--- src/rtl/dws_pkg.sv ---
// Shared types and constants for the DDS waveform sample generator.
// Holds the sine table, the waveform codes, the register indexes and the stage control struct.
// No dependencies.
`timescale 1ns / 1ps

package dws_pkg;

   // waveform selector codes; any other code gives sine
   localparam logic [1:0] WAVE_SINE     = 2'd0;
   localparam logic [1:0] WAVE_TRIANGLE = 2'd1;
   localparam logic [1:0] WAVE_SQUARE   = 2'd2;

   // configuration register indexes
   localparam logic [1:0] REG_WAVE_SELECT = 2'd0;
   localparam logic [1:0] REG_PHASE_STEP  = 2'd1;
   localparam logic [1:0] REG_GAIN        = 2'd2;
   localparam logic [1:0] REG_START_PHASE = 2'd3;

   // register reset values
   localparam logic [1:0]  WAVE_SELECT_RST = WAVE_SINE;
   localparam logic [31:0] PHASE_STEP_RST  = 32'd8388608;
   localparam logic [16:0] GAIN_RST        = 17'd39718;
   localparam logic [31:0] START_PHASE_RST = 32'd0;

   // fixed codes
   localparam logic [16:0] FULL_GAIN = 17'd65536;
   localparam logic [11:0] MAX_CODE  = 12'd4095;
   localparam logic [11:0] MID_CODE  = 12'd2048;

   // stage enables handed from the sequencer to the waveform unit
   typedef struct packed {
      logic rom_en;   // latch the two table entries and the fraction
      logic mul_en;   // latch the interpolation product
      logic raw_en;   // latch the raw waveform value
   } dws_stage_ctl_type;

   // one period of sine, centered at mid code
   localparam logic [11:0] SINE_ROM [256] = '{
      12'd2048, 12'd2098, 12'd2148, 12'd2199, 12'd2249, 12'd2299, 12'd2348, 12'd2398,
      12'd2447, 12'd2497, 12'd2545, 12'd2594, 12'd2642, 12'd2690, 12'd2738, 12'd2785,
      12'd2831, 12'd2878, 12'd2923, 12'd2968, 12'd3013, 12'd3057, 12'd3100, 12'd3143,
      12'd3185, 12'd3227, 12'd3267, 12'd3307, 12'd3347, 12'd3385, 12'd3423, 12'd3459,
      12'd3495, 12'd3531, 12'd3565, 12'd3598, 12'd3630, 12'd3662, 12'd3692, 12'd3722,
      12'd3750, 12'd3777, 12'd3804, 12'd3829, 12'd3853, 12'd3876, 12'd3898, 12'd3919,
      12'd3939, 12'd3958, 12'd3975, 12'd3992, 12'd4007, 12'd4021, 12'd4034, 12'd4045,
      12'd4056, 12'd4065, 12'd4073, 12'd4080, 12'd4085, 12'd4089, 12'd4093, 12'd4094,
      12'd4095, 12'd4094, 12'd4093, 12'd4089, 12'd4085, 12'd4080, 12'd4073, 12'd4065,
      12'd4056, 12'd4045, 12'd4034, 12'd4021, 12'd4007, 12'd3992, 12'd3975, 12'd3958,
      12'd3939, 12'd3919, 12'd3898, 12'd3876, 12'd3853, 12'd3829, 12'd3804, 12'd3777,
      12'd3750, 12'd3722, 12'd3692, 12'd3662, 12'd3630, 12'd3598, 12'd3565, 12'd3531,
      12'd3495, 12'd3459, 12'd3423, 12'd3385, 12'd3347, 12'd3307, 12'd3267, 12'd3227,
      12'd3185, 12'd3143, 12'd3100, 12'd3057, 12'd3013, 12'd2968, 12'd2923, 12'd2878,
      12'd2831, 12'd2785, 12'd2738, 12'd2690, 12'd2642, 12'd2594, 12'd2545, 12'd2497,
      12'd2447, 12'd2398, 12'd2348, 12'd2299, 12'd2249, 12'd2199, 12'd2148, 12'd2098,
      12'd2048, 12'd1998, 12'd1948, 12'd1897, 12'd1847, 12'd1797, 12'd1748, 12'd1698,
      12'd1649, 12'd1599, 12'd1551, 12'd1502, 12'd1454, 12'd1406, 12'd1358, 12'd1311,
      12'd1265, 12'd1218, 12'd1173, 12'd1128, 12'd1083, 12'd1039, 12'd996,  12'd953,
      12'd911,  12'd869,  12'd829,  12'd789,  12'd749,  12'd711,  12'd673,  12'd637,
      12'd601,  12'd565,  12'd531,  12'd498,  12'd466,  12'd434,  12'd404,  12'd374,
      12'd346,  12'd319,  12'd292,  12'd267,  12'd243,  12'd220,  12'd198,  12'd177,
      12'd157,  12'd138,  12'd121,  12'd104,  12'd89,   12'd75,   12'd62,   12'd51,
      12'd40,   12'd31,   12'd23,   12'd16,   12'd11,   12'd7,    12'd3,    12'd2,
      12'd1,    12'd2,    12'd3,    12'd7,    12'd11,   12'd16,   12'd23,   12'd31,
      12'd40,   12'd51,   12'd62,   12'd75,   12'd89,   12'd104,  12'd121,  12'd138,
      12'd157,  12'd177,  12'd198,  12'd220,  12'd243,  12'd267,  12'd292,  12'd319,
      12'd346,  12'd374,  12'd404,  12'd434,  12'd466,  12'd498,  12'd531,  12'd565,
      12'd601,  12'd637,  12'd673,  12'd711,  12'd749,  12'd789,  12'd829,  12'd869,
      12'd911,  12'd953,  12'd996,  12'd1039, 12'd1083, 12'd1128, 12'd1173, 12'd1218,
      12'd1265, 12'd1311, 12'd1358, 12'd1406, 12'd1454, 12'd1502, 12'd1551, 12'd1599,
      12'd1649, 12'd1698, 12'd1748, 12'd1797, 12'd1847, 12'd1897, 12'd1948, 12'd1998
   };

endpackage

--- src/rtl/dws_phase_mem.sv ---
// Phase accumulator store: one-word synchronous memory with registered read.
// A valid bit makes the word read as zero until the first write after reset.
// No package dependencies.
`timescale 1ns / 1ps

module dws_phase_mem (
   input  logic        clock,
   input  logic        reset,
   input  logic        rd_en,
   input  logic        wr_en,
   input  logic [31:0] wr_data,
   output logic [31:0] rd_data
);

   logic [31:0] mem_ff;
   logic        written_ff;
   logic [31:0] rd_data_ff;

   // write the stored word
   always_ff @(posedge clock) begin
      if (wr_en) begin
         mem_ff <= wr_data;
      end
   end

   // track whether the word holds a real value
   always_ff @(posedge clock) begin
      if (reset) begin
         written_ff <= 1'b0;
      end else if (wr_en) begin
         written_ff <= 1'b1;
      end
   end

   // registered read, forwarding a write in the same cycle
   always_ff @(posedge clock) begin
      if (rd_en) begin
         if (wr_en) begin
            rd_data_ff <= wr_data;
         end else if (written_ff) begin
            rd_data_ff <= mem_ff;
         end else begin
            rd_data_ff <= 32'd0;
         end
      end
   end

   assign rd_data = rd_data_ff;

endmodule

--- src/rtl/dws_wave_unit.sv ---
// Waveform unit: sine table lookup with linear interpolation, triangle and square.
// Three registered steps driven by the sequencer's stage enables.
// Depends on dws_pkg.
`timescale 1ns / 1ps

module dws_wave_unit (
   input  logic                       clock,
   input  dws_pkg::dws_stage_ctl_type ctl,
   input  logic [1:0]                 wave_select,
   input  logic [31:0]                phase,
   output logic [11:0]                raw
);

   import dws_pkg::*;

   logic [7:0]         idx0;
   logic [7:0]         idx1;
   logic [11:0]        v0_ff;
   logic [11:0]        v1_ff;
   logic [15:0]        frac_ff;
   logic signed [12:0] diff;
   logic signed [16:0] frac_s;
   logic signed [29:0] prod_in;
   logic signed [29:0] prod_ff;
   logic signed [29:0] prod_bias;
   logic signed [13:0] interp;
   logic signed [12:0] sine_sum;
   logic [9:0]         tri_pos;
   logic [11:0]        raw_in;
   logic [11:0]        raw_ff;

   assign idx0 = phase[31:24];
   assign idx1 = idx0 + 8'd1;

   // latch the neighboring table entries and the fraction
   always_ff @(posedge clock) begin
      if (ctl.rom_en) begin
         v0_ff   <= SINE_ROM[idx0];
         v1_ff   <= SINE_ROM[idx1];
         frac_ff <= phase[23:8];
      end
   end

   // multiply the slope by the fraction
   assign diff    = $signed({1'b0, v1_ff}) - $signed({1'b0, v0_ff});
   assign frac_s  = $signed({1'b0, frac_ff});
   assign prod_in = 30'(diff) * 30'(frac_s);

   always_ff @(posedge clock) begin
      if (ctl.mul_en) begin
         prod_ff <= prod_in;
      end
   end

   // divide by 65536 truncating toward zero: bias negative products first
   assign prod_bias = prod_ff + (prod_ff[29] ? 30'sh0000FFFF : 30'sh00000000);
   assign interp    = prod_bias[29:16];
   assign sine_sum  = $signed({1'b0, v0_ff}) + interp[12:0];

   assign tri_pos = phase[31:22];

   // pick the raw value for the selected waveform
   always_comb begin
      unique case (wave_select)
         WAVE_TRIANGLE: begin
            if (!tri_pos[9]) begin
               raw_in = {tri_pos[8:0], 3'b000};
            end else begin
               raw_in = {~tri_pos[8:0], 3'b000};
            end
         end
         WAVE_SQUARE: begin
            raw_in = phase[31] ? 12'd0 : MAX_CODE;
         end
         default: begin
            raw_in = sine_sum[11:0];
         end
      endcase
   end

   always_ff @(posedge clock) begin
      if (ctl.raw_en) begin
         raw_ff <= raw_in;
      end
   end

   assign raw = raw_ff;

endmodule

--- src/rtl/dds_waveform_sample_generator.sv ---
// DDS waveform sample generator: 32-bit phase accumulator, sine/triangle/square, gain.
// One item in flight at a time: a new item is accepted only when the sequencer is idle and
// no result is pending. The sequencer walks each item through phase read, table read,
// interpolation multiply, raw waveform select, gain multiply and output.
// Reset (synchronous, active high): registers take their reset values, accumulator reads 0.
// Depends on dws_pkg, dws_phase_mem, dws_wave_unit.
`timescale 1ns / 1ps

module dds_waveform_sample_generator (
   input  logic        clock,
   input  logic        reset,
   // input items
   input  logic        req_valid,
   output logic        req_ready,
   input  logic        req_restart,
   // result items
   output logic        rsp_valid,
   input  logic        rsp_ready,
   output logic [11:0] rsp_sample,
   output logic [31:0] rsp_phase_used,
   // configuration writes
   input  logic        csr_we,
   input  logic [1:0]  csr_index,
   input  logic [31:0] csr_wdata
);

   import dws_pkg::*;

   // sequencer states
   localparam logic [2:0] ST_IDLE  = 3'd0;
   localparam logic [2:0] ST_PHASE = 3'd1;
   localparam logic [2:0] ST_ROM   = 3'd2;
   localparam logic [2:0] ST_MUL   = 3'd3;
   localparam logic [2:0] ST_RAW   = 3'd4;
   localparam logic [2:0] ST_SCALE = 3'd5;
   localparam logic [2:0] ST_OUT   = 3'd6;

   logic [2:0]         state_ff;
   logic [2:0]         state_in;
   logic [1:0]         wave_select_ff;
   logic [31:0]        phase_step_ff;
   logic [16:0]        gain_ff;
   logic [31:0]        start_phase_ff;
   logic               restart_ff;
   logic [31:0]        phase_ff;
   logic [31:0]        phase_in;
   logic [31:0]        mem_rd_data;
   logic               req_accept;
   logic               rsp_valid_ff;
   logic [11:0]        rsp_sample_ff;
   logic [31:0]        rsp_phase_ff;
   dws_stage_ctl_type  stage_ctl;
   logic [11:0]        raw;
   logic [16:0]        gain_sat;
   logic signed [12:0] centered;
   logic signed [17:0] gain_s;
   logic signed [30:0] scale_in;
   logic signed [30:0] scale_ff;
   logic signed [30:0] scale_bias;
   logic signed [15:0] scaled;
   logic [11:0]        sample_in;

   // hold configuration registers
   always_ff @(posedge clock) begin
      if (reset) begin
         wave_select_ff <= WAVE_SELECT_RST;
         phase_step_ff  <= PHASE_STEP_RST;
         gain_ff        <= GAIN_RST;
         start_phase_ff <= START_PHASE_RST;
      end else if (csr_we) begin
         unique case (csr_index)
            REG_WAVE_SELECT: wave_select_ff <= csr_wdata[1:0];
            REG_PHASE_STEP:  phase_step_ff  <= csr_wdata;
            REG_GAIN:        gain_ff        <= csr_wdata[16:0];
            REG_START_PHASE: start_phase_ff <= csr_wdata;
            default: begin
            end
         endcase
      end
   end

   assign req_ready  = (state_ff == ST_IDLE) && !rsp_valid_ff;
   assign req_accept = req_valid && req_ready;

   // advance the sequencer one step per cycle once an item is in
   always_comb begin
      unique case (state_ff)
         ST_IDLE:  state_in = req_accept ? ST_PHASE : ST_IDLE;
         ST_PHASE: state_in = ST_ROM;
         ST_ROM:   state_in = ST_MUL;
         ST_MUL:   state_in = ST_RAW;
         ST_RAW:   state_in = ST_SCALE;
         ST_SCALE: state_in = ST_OUT;
         ST_OUT:   state_in = ST_IDLE;
         default:  state_in = ST_IDLE;
      endcase
   end

   always_ff @(posedge clock) begin
      if (reset) begin
         state_ff <= ST_IDLE;
      end else begin
         state_ff <= state_in;
      end
   end

   // capture the restart flag with the item
   always_ff @(posedge clock) begin
      if (req_accept) begin
         restart_ff <= req_restart;
      end
   end

   // phase store: read on accept, write back the advanced phase in the following cycle
   assign phase_in = restart_ff ? start_phase_ff : mem_rd_data;

   dws_phase_mem u_phase_mem (
      .clock   (clock),
      .reset   (reset),
      .rd_en   (req_accept),
      .wr_en   (state_ff == ST_PHASE),
      .wr_data (phase_in + phase_step_ff),
      .rd_data (mem_rd_data)
   );

   always_ff @(posedge clock) begin
      if (state_ff == ST_PHASE) begin
         phase_ff <= phase_in;
      end
   end

   // waveform generation
   assign stage_ctl.rom_en = (state_ff == ST_ROM);
   assign stage_ctl.mul_en = (state_ff == ST_MUL);
   assign stage_ctl.raw_en = (state_ff == ST_RAW);

   dws_wave_unit u_wave_unit (
      .clock       (clock),
      .ctl         (stage_ctl),
      .wave_select (wave_select_ff),
      .phase       (phase_ff),
      .raw         (raw)
   );

   // scale around mid code by the saturated gain
   assign gain_sat = (gain_ff > FULL_GAIN) ? FULL_GAIN : gain_ff;
   assign centered = $signed({1'b0, raw}) - $signed({1'b0, MID_CODE});
   assign gain_s   = $signed({1'b0, gain_sat});
   assign scale_in = 31'(centered) * 31'(gain_s);

   always_ff @(posedge clock) begin
      if (state_ff == ST_SCALE) begin
         scale_ff <= scale_in;
      end
   end

   // divide by 65536 toward zero, offset back and clamp
   assign scale_bias = scale_ff + (scale_ff[30] ? 31'sh0000FFFF : 31'sh00000000);
   assign scaled     = $signed({scale_bias[30], scale_bias[30:16]})
                       + $signed({4'b0000, MID_CODE});

   always_comb begin
      priority if (scaled < 16'sd0) begin
         sample_in = 12'd0;
      end else if (scaled > $signed({4'b0000, MAX_CODE})) begin
         sample_in = MAX_CODE;
      end else begin
         sample_in = scaled[11:0];
      end
   end

   // output register
   always_ff @(posedge clock) begin
      if (reset) begin
         rsp_valid_ff <= 1'b0;
      end else if (state_ff == ST_OUT) begin
         rsp_valid_ff <= 1'b1;
      end else if (rsp_ready) begin
         rsp_valid_ff <= 1'b0;
      end
   end

   always_ff @(posedge clock) begin
      if (state_ff == ST_OUT) begin
         rsp_sample_ff <= sample_in;
         rsp_phase_ff  <= phase_ff;
      end
   end

   assign rsp_valid      = rsp_valid_ff;
   assign rsp_sample     = rsp_sample_ff;
   assign rsp_phase_used = rsp_phase_ff;

   // a result appears only out of the output step
   a_rsp_from_out: assert property (@(posedge clock) disable iff (reset)
      $rose(rsp_valid_ff) |-> $past(state_ff) == ST_OUT)
      else $error("result raised outside output step");

   // no item is in flight while a result is pending
   a_one_in_flight: assert property (@(posedge clock) disable iff (reset)
      (state_ff != ST_IDLE) |-> !rsp_valid_ff)
      else $error("item in flight while result pending");

   // an accepted item always goes to the phase step next
   a_accept_to_phase: assert property (@(posedge clock) disable iff (reset)
      req_accept |=> state_ff == ST_PHASE)
      else $error("accepted item did not start phase step");

   // a taken result leaves the output empty
   a_rsp_drains: assert property (@(posedge clock) disable iff (reset)
      (rsp_valid && rsp_ready) |=> !rsp_valid_ff)
      else $error("result repeated after being taken");

endmodule

--- config.mk ---
export PLATFORM = sky130hd
export DESIGN_NAME = dds_waveform_sample_generator
export DESIGN_NICKNAME = d
export VERILOG_FILES = /design/src/rtl/dws_pkg.sv /design/src/rtl/dws_phase_mem.sv /design/src/rtl/dws_wave_unit.sv /design/src/rtl/dds_waveform_sample_generator.sv
export SDC_FILE = /design/constraint.sdc
export NUM_CORES = 2
export LEC_CHECK = 0
export BUFFER_PORTS_ARGS = -buffer_cell sky130_fd_sc_hd__buf_4
export CORE_MARGIN = 5
export CORE_UTILIZATION = 40
export CTS_CLUSTER_DIAMETER = 200
export DETAILED_ROUTE_END_ITERATION = 6
export PLACE_DENSITY = 0.67
export SLEW_MARGIN = 20
export SYNTH_ARGS = -nofsm -noshare
export SYNTH_HDL_FRONTEND = slang
export SYNTH_SLANG_ARGS = --single-unit
--- constraint.sdc ---
create_clock -name clock -period 13.45 [get_ports clock]
set_clock_uncertainty 0.15 [all_clocks]
set_input_delay 2.69 -clock clock [delete_from_list [all_inputs] [get_ports clock]]
set_output_delay 2.69 -clock clock [all_outputs]
set_load 0.03 [all_outputs]
==> flow_metrics.py <==
metrics = {
    "status": {
        "status": "finished, violations left",
        "violations": "design-rule violations",
    },
    "sta": {
        "rsz0062_at_grt": "false",
        "finalSetupViolations": 0,
        "setup_tns_ns": 0,
        "max_slew_margin_pct": 24.1,
        "period_share_pct": 62.9,
        "slew_violations": 0,
        "worst_pin_slew_ns": 1.14,
        "hold_violations": 0,
        "max_freq_mhz": 118,
        "period_needed_ns": 8.46,
        "timing.hold.ws_ns": 0.280,
    },
    "grt": {
        "antenna_found_initial": 4,
        "grt_pass1_wl_um": 166000,
        "grt-ovfl-total": 0,
        "first_global_vias": 29700,
        "grt_max_degree": 143,
        "grtUsageTotal_pct": 21.1,
    },
    "synth": {
        "synth_top_area_cell": "edfxtp_1",
        "seq_area_frac_synth_pct": 25.9,
        "netlist-cell-type-count": 84,
        "syn_area_um2": 36100,
        "ys.flop_type": "edfxtp_1",
        "synth_seq_cells": 341,
        "synth.top_cell.area_share_pct": 21.0,
        "synthTopCellsByArea": "edfxtp_1 (21%), fa_1 (18%), ha_1 (11%), nand2_1 (6.5%), dfxtp_1 (4.9%)",
        "postSynthCellCount": 4089,
        "syn-num-nets": 4771,
        "yosys_warnings": 0,
        "avgSynthCellArea_um2": 8.83,
        "synth_edf_count": 253,
        "async_reset_ff_share_pct": 0,
    },
    "worst_setup_path": {
        "worstSetupPathType": "register to register",
        "path_max_fanout": 16,
        "reg2reg_from": "u_wave_unit.v0_ff[0]",
        "rr_worst_depth": 31,
        "crit_start": "u_wave_unit.v0_ff[0]",
        "critPathLaunchType": "register",
        "cp-end-kind": "register",
        "worstPathArrival_ns": 8.60,
        "crit_required_ns": 13.59,
        "cpMaxStageDelayCell": "fa_1",
        "cp_slowest_stage_delay_ns": 0.56,
        "cpMostUsedCell": "fa_1",
    },
    "floorplanning": {
        "die_h_um": 311,
        "core_area_um2": 89900,
        "rows": 110,
        "io_pins": 86,
        "die_w_um": 311,
        "die_area_um2": 96400,
        "initial_core_util_pct": 40.2,
    },
    "run": {
        "max_cap_viol_count": 0,
    },
    "cts": {
        "clkLatencyLatePin_ns": 0.60,
        "ctsResizeCount": 0,
        "cts.sinks": 341,
        "holdBufCountCts": 0,
        "clk_pin_slew_ns": 0.06,
        "cts_buffer_depth": 3,
        "root_buffer": "clkbuf_16",
        "tritoncts": "built",
        "postCtsSetupBuffers": 0,
        "htree_num_levels": 2,
        "numCtsBuffers": 40,
    },
    "route": {
        "wl_met2_um": 48700,
        "dr_wl_met3_um": 8670,
        "vias": 30200,
        "drt_iter0_drc": 3255,
        "drc_errors": 3,
        "dr.pass1.iters": 7,
        "antenna_left": 0,
        "via_per_inst": 5.77,
        "routed_wl_um": 105000,
        "wl_per_cell_um": 20.1,
        "met1_length_um": 44100,
        "top_layer": "met5",
    },
    "finish": {
        "fin_nets": 4699,
        "drive_gt1_share_pct": 7.68,
        "fillers": 8743,
        "stdcell_count": 5228,
        "synthToLayoutAreaGrowth_pct": 8.43,
    },
    "placement": {
        "gp_congestion": 0.965,
        "port_buffers": 85,
        "numPlacedInstances": 5151,
        "post-dp-hpwl_um": 75800,
    },
    "min_path": {
        "hold_path.class": "register to register",
        "min_from": "phase_ff[2]",
        "whs_path_depth": 0,
    },
    "power": {
        "power_density_nw_per_um2": 257,
        "p_leak_nw": 16.9,
        "ir_worst_vdd_mv": 0.610,
    },
}
[Yosys cell counts (all sizes together), types with 33 or more instances]
library cell and instances:
fa 323, inv 390, nand2b 51, nand3 65
nor3 80, a31oi 40, nand2 624, a211oi 60
clkbuf 218, o21ai 189, xor2 36, and2 90
buf 46, a21oi 301, nor2b 51, edfxtp 253
mux2 41, and3 68, dfxtp 88, ha 319
xnor2 86, a21o 53, nor2 258, o211ai 33
[worst paths after layout]
check / to / slack, ns
hold reg to reg: rsp_phase_used[2] / 0.28
setup / recovery: u_wave_unit.prod_ff[29] / 4.99
setup reg to reg: u_wave_unit.prod_ff[29] / 4.99
hold / removal: rsp_phase_used[2] / 0.28
[cells in the final DEF (no fill, tap or decap), types with 13 or more instances in the layout]
cell	Yosys	layout
nand2_1	624	624
inv_1	390	389
fa_1	323	323
ha_1	319	318
a21oi_1	301	301
nor2_1	258	254
edfxtp_1	253	253
o21ai_0	182	182
buf_4	3	148
and2_1	89	89
dfxtp_1	88	88
nor3_1	80	79
xnor2_1	86	78
and3_1	68	67
nand3_1	65	65
a211oi_1	60	60
a21o_1	52	52
nand2b_1	51	51
nor2b_1	51	50
mux2_2	41	41
a31oi_1	40	40
clkbuf_16	0	40
xor2_1	36	35
o211ai_1	33	33
o311ai_0	23	23
a311oi_1	20	20
o21a_1	18	18
or2_2	17	17
a221oi_1	17	17
nand3b_1	16	16
o31ai_1	15	15
mux2i_1	14	14
a2111oi_0	14	14
o21bai_1	13	13
o22ai_1	13	13
[state kept, by name (all words and copies together) (netlist names)]
name                    cells
start_phase_ff             32
u_wave_unit.v0_ff          12
u_wave_unit.v1_ff          12
u_phase_mem.mem_ff         32
rsp_sample                 12
u_wave_unit.frac_ff        16
u_wave_unit.prod_ff        29
wave_select_ff              2
restart_ff                  1
u_phase_mem.written_ff      1
rsp_phase_used             32
gain_ff                    17
scale_ff                   31
u_wave_unit.raw            12
u_phase_mem.rd_data        32
phase_step_ff              32
phase_ff                   32
rsp_valid                   1
state_ff                    3
[logic make-up (layout without fill, tap and decap cells)]
kind of cell / count (synthesis) / in the layout / share of synthesized area, %
and+or+nand+nor: 1371 / 1371 / 17.3
DFF: 341 / 341 / 25.9
muxes: 66 / 66 / 2.35
adders and majority gates: 643 / 643 / 29.0
other: 0 / 3 / 0
AOI/OAI and AO/OA: 888 / 888 / 15.6
xor gates and xnor gates: 123 / 123 / 3.02
buffers and inverters: 657 / 617 / 6.90
[final cells by class]
class	instances	area, um2	share of cell area [%]
multi-input combinational	3091	24400	62.2
sequential	341	9360	23.9
inverter	393	1480	3.77
tap	1176	1470	3.76
timing repair buffer	150	1150	2.94
clock buffer	51	1070	2.74
clock inverter	23	265	0.677
antenna	3	7.51	0.0192
[report_power, final]
part | internal, W | switching (W) | total, W
sequential | 0.00162 | 0.0000658 | 0.00169
clock | 0.000634 | 0.000470 | 0.00110
combinational | 0.00317 | 0.00409 | 0.00726
total | 0.00543 | 0.00463 | 0.0101
[layer usage]
metal / global-route usage (%) / up-vias
li1: - / 13900
met1: 28.4 / 14700
met2: 34.7 / 1286
met3: 4.03 / 256
met4: 6.44 / 6
met5: 0 / -
[critical path: cells and delay by family (launching register included)]
family                   cells  cell delay (ns)
adder cells (fa/ha/maj)      9             4.20
AO/OA/AOI/OAI               13             2.29
AND/OR/NAND/NOR              4             0.66
flip-flops                   1             0.40
buffers and inverters        4             0.39
XOR/XNOR                     1             0.07
[through the flow]
step	setup slack (ns)	area, um2	util, %	total power [W]
after global placement	5.23	37800	42.1	0.00884
after floorplan	5.59	36100	-	0.00736
final	4.99	39200	43.6	0.0101
after detailed placement	5.16	37800	42.1	0.00896
after CTS	5.08	39200	43.6	0.0101
after global routing	4.47	39200	43.6	0.0111
Note: power is estimated with default switching activity, not from simulation.
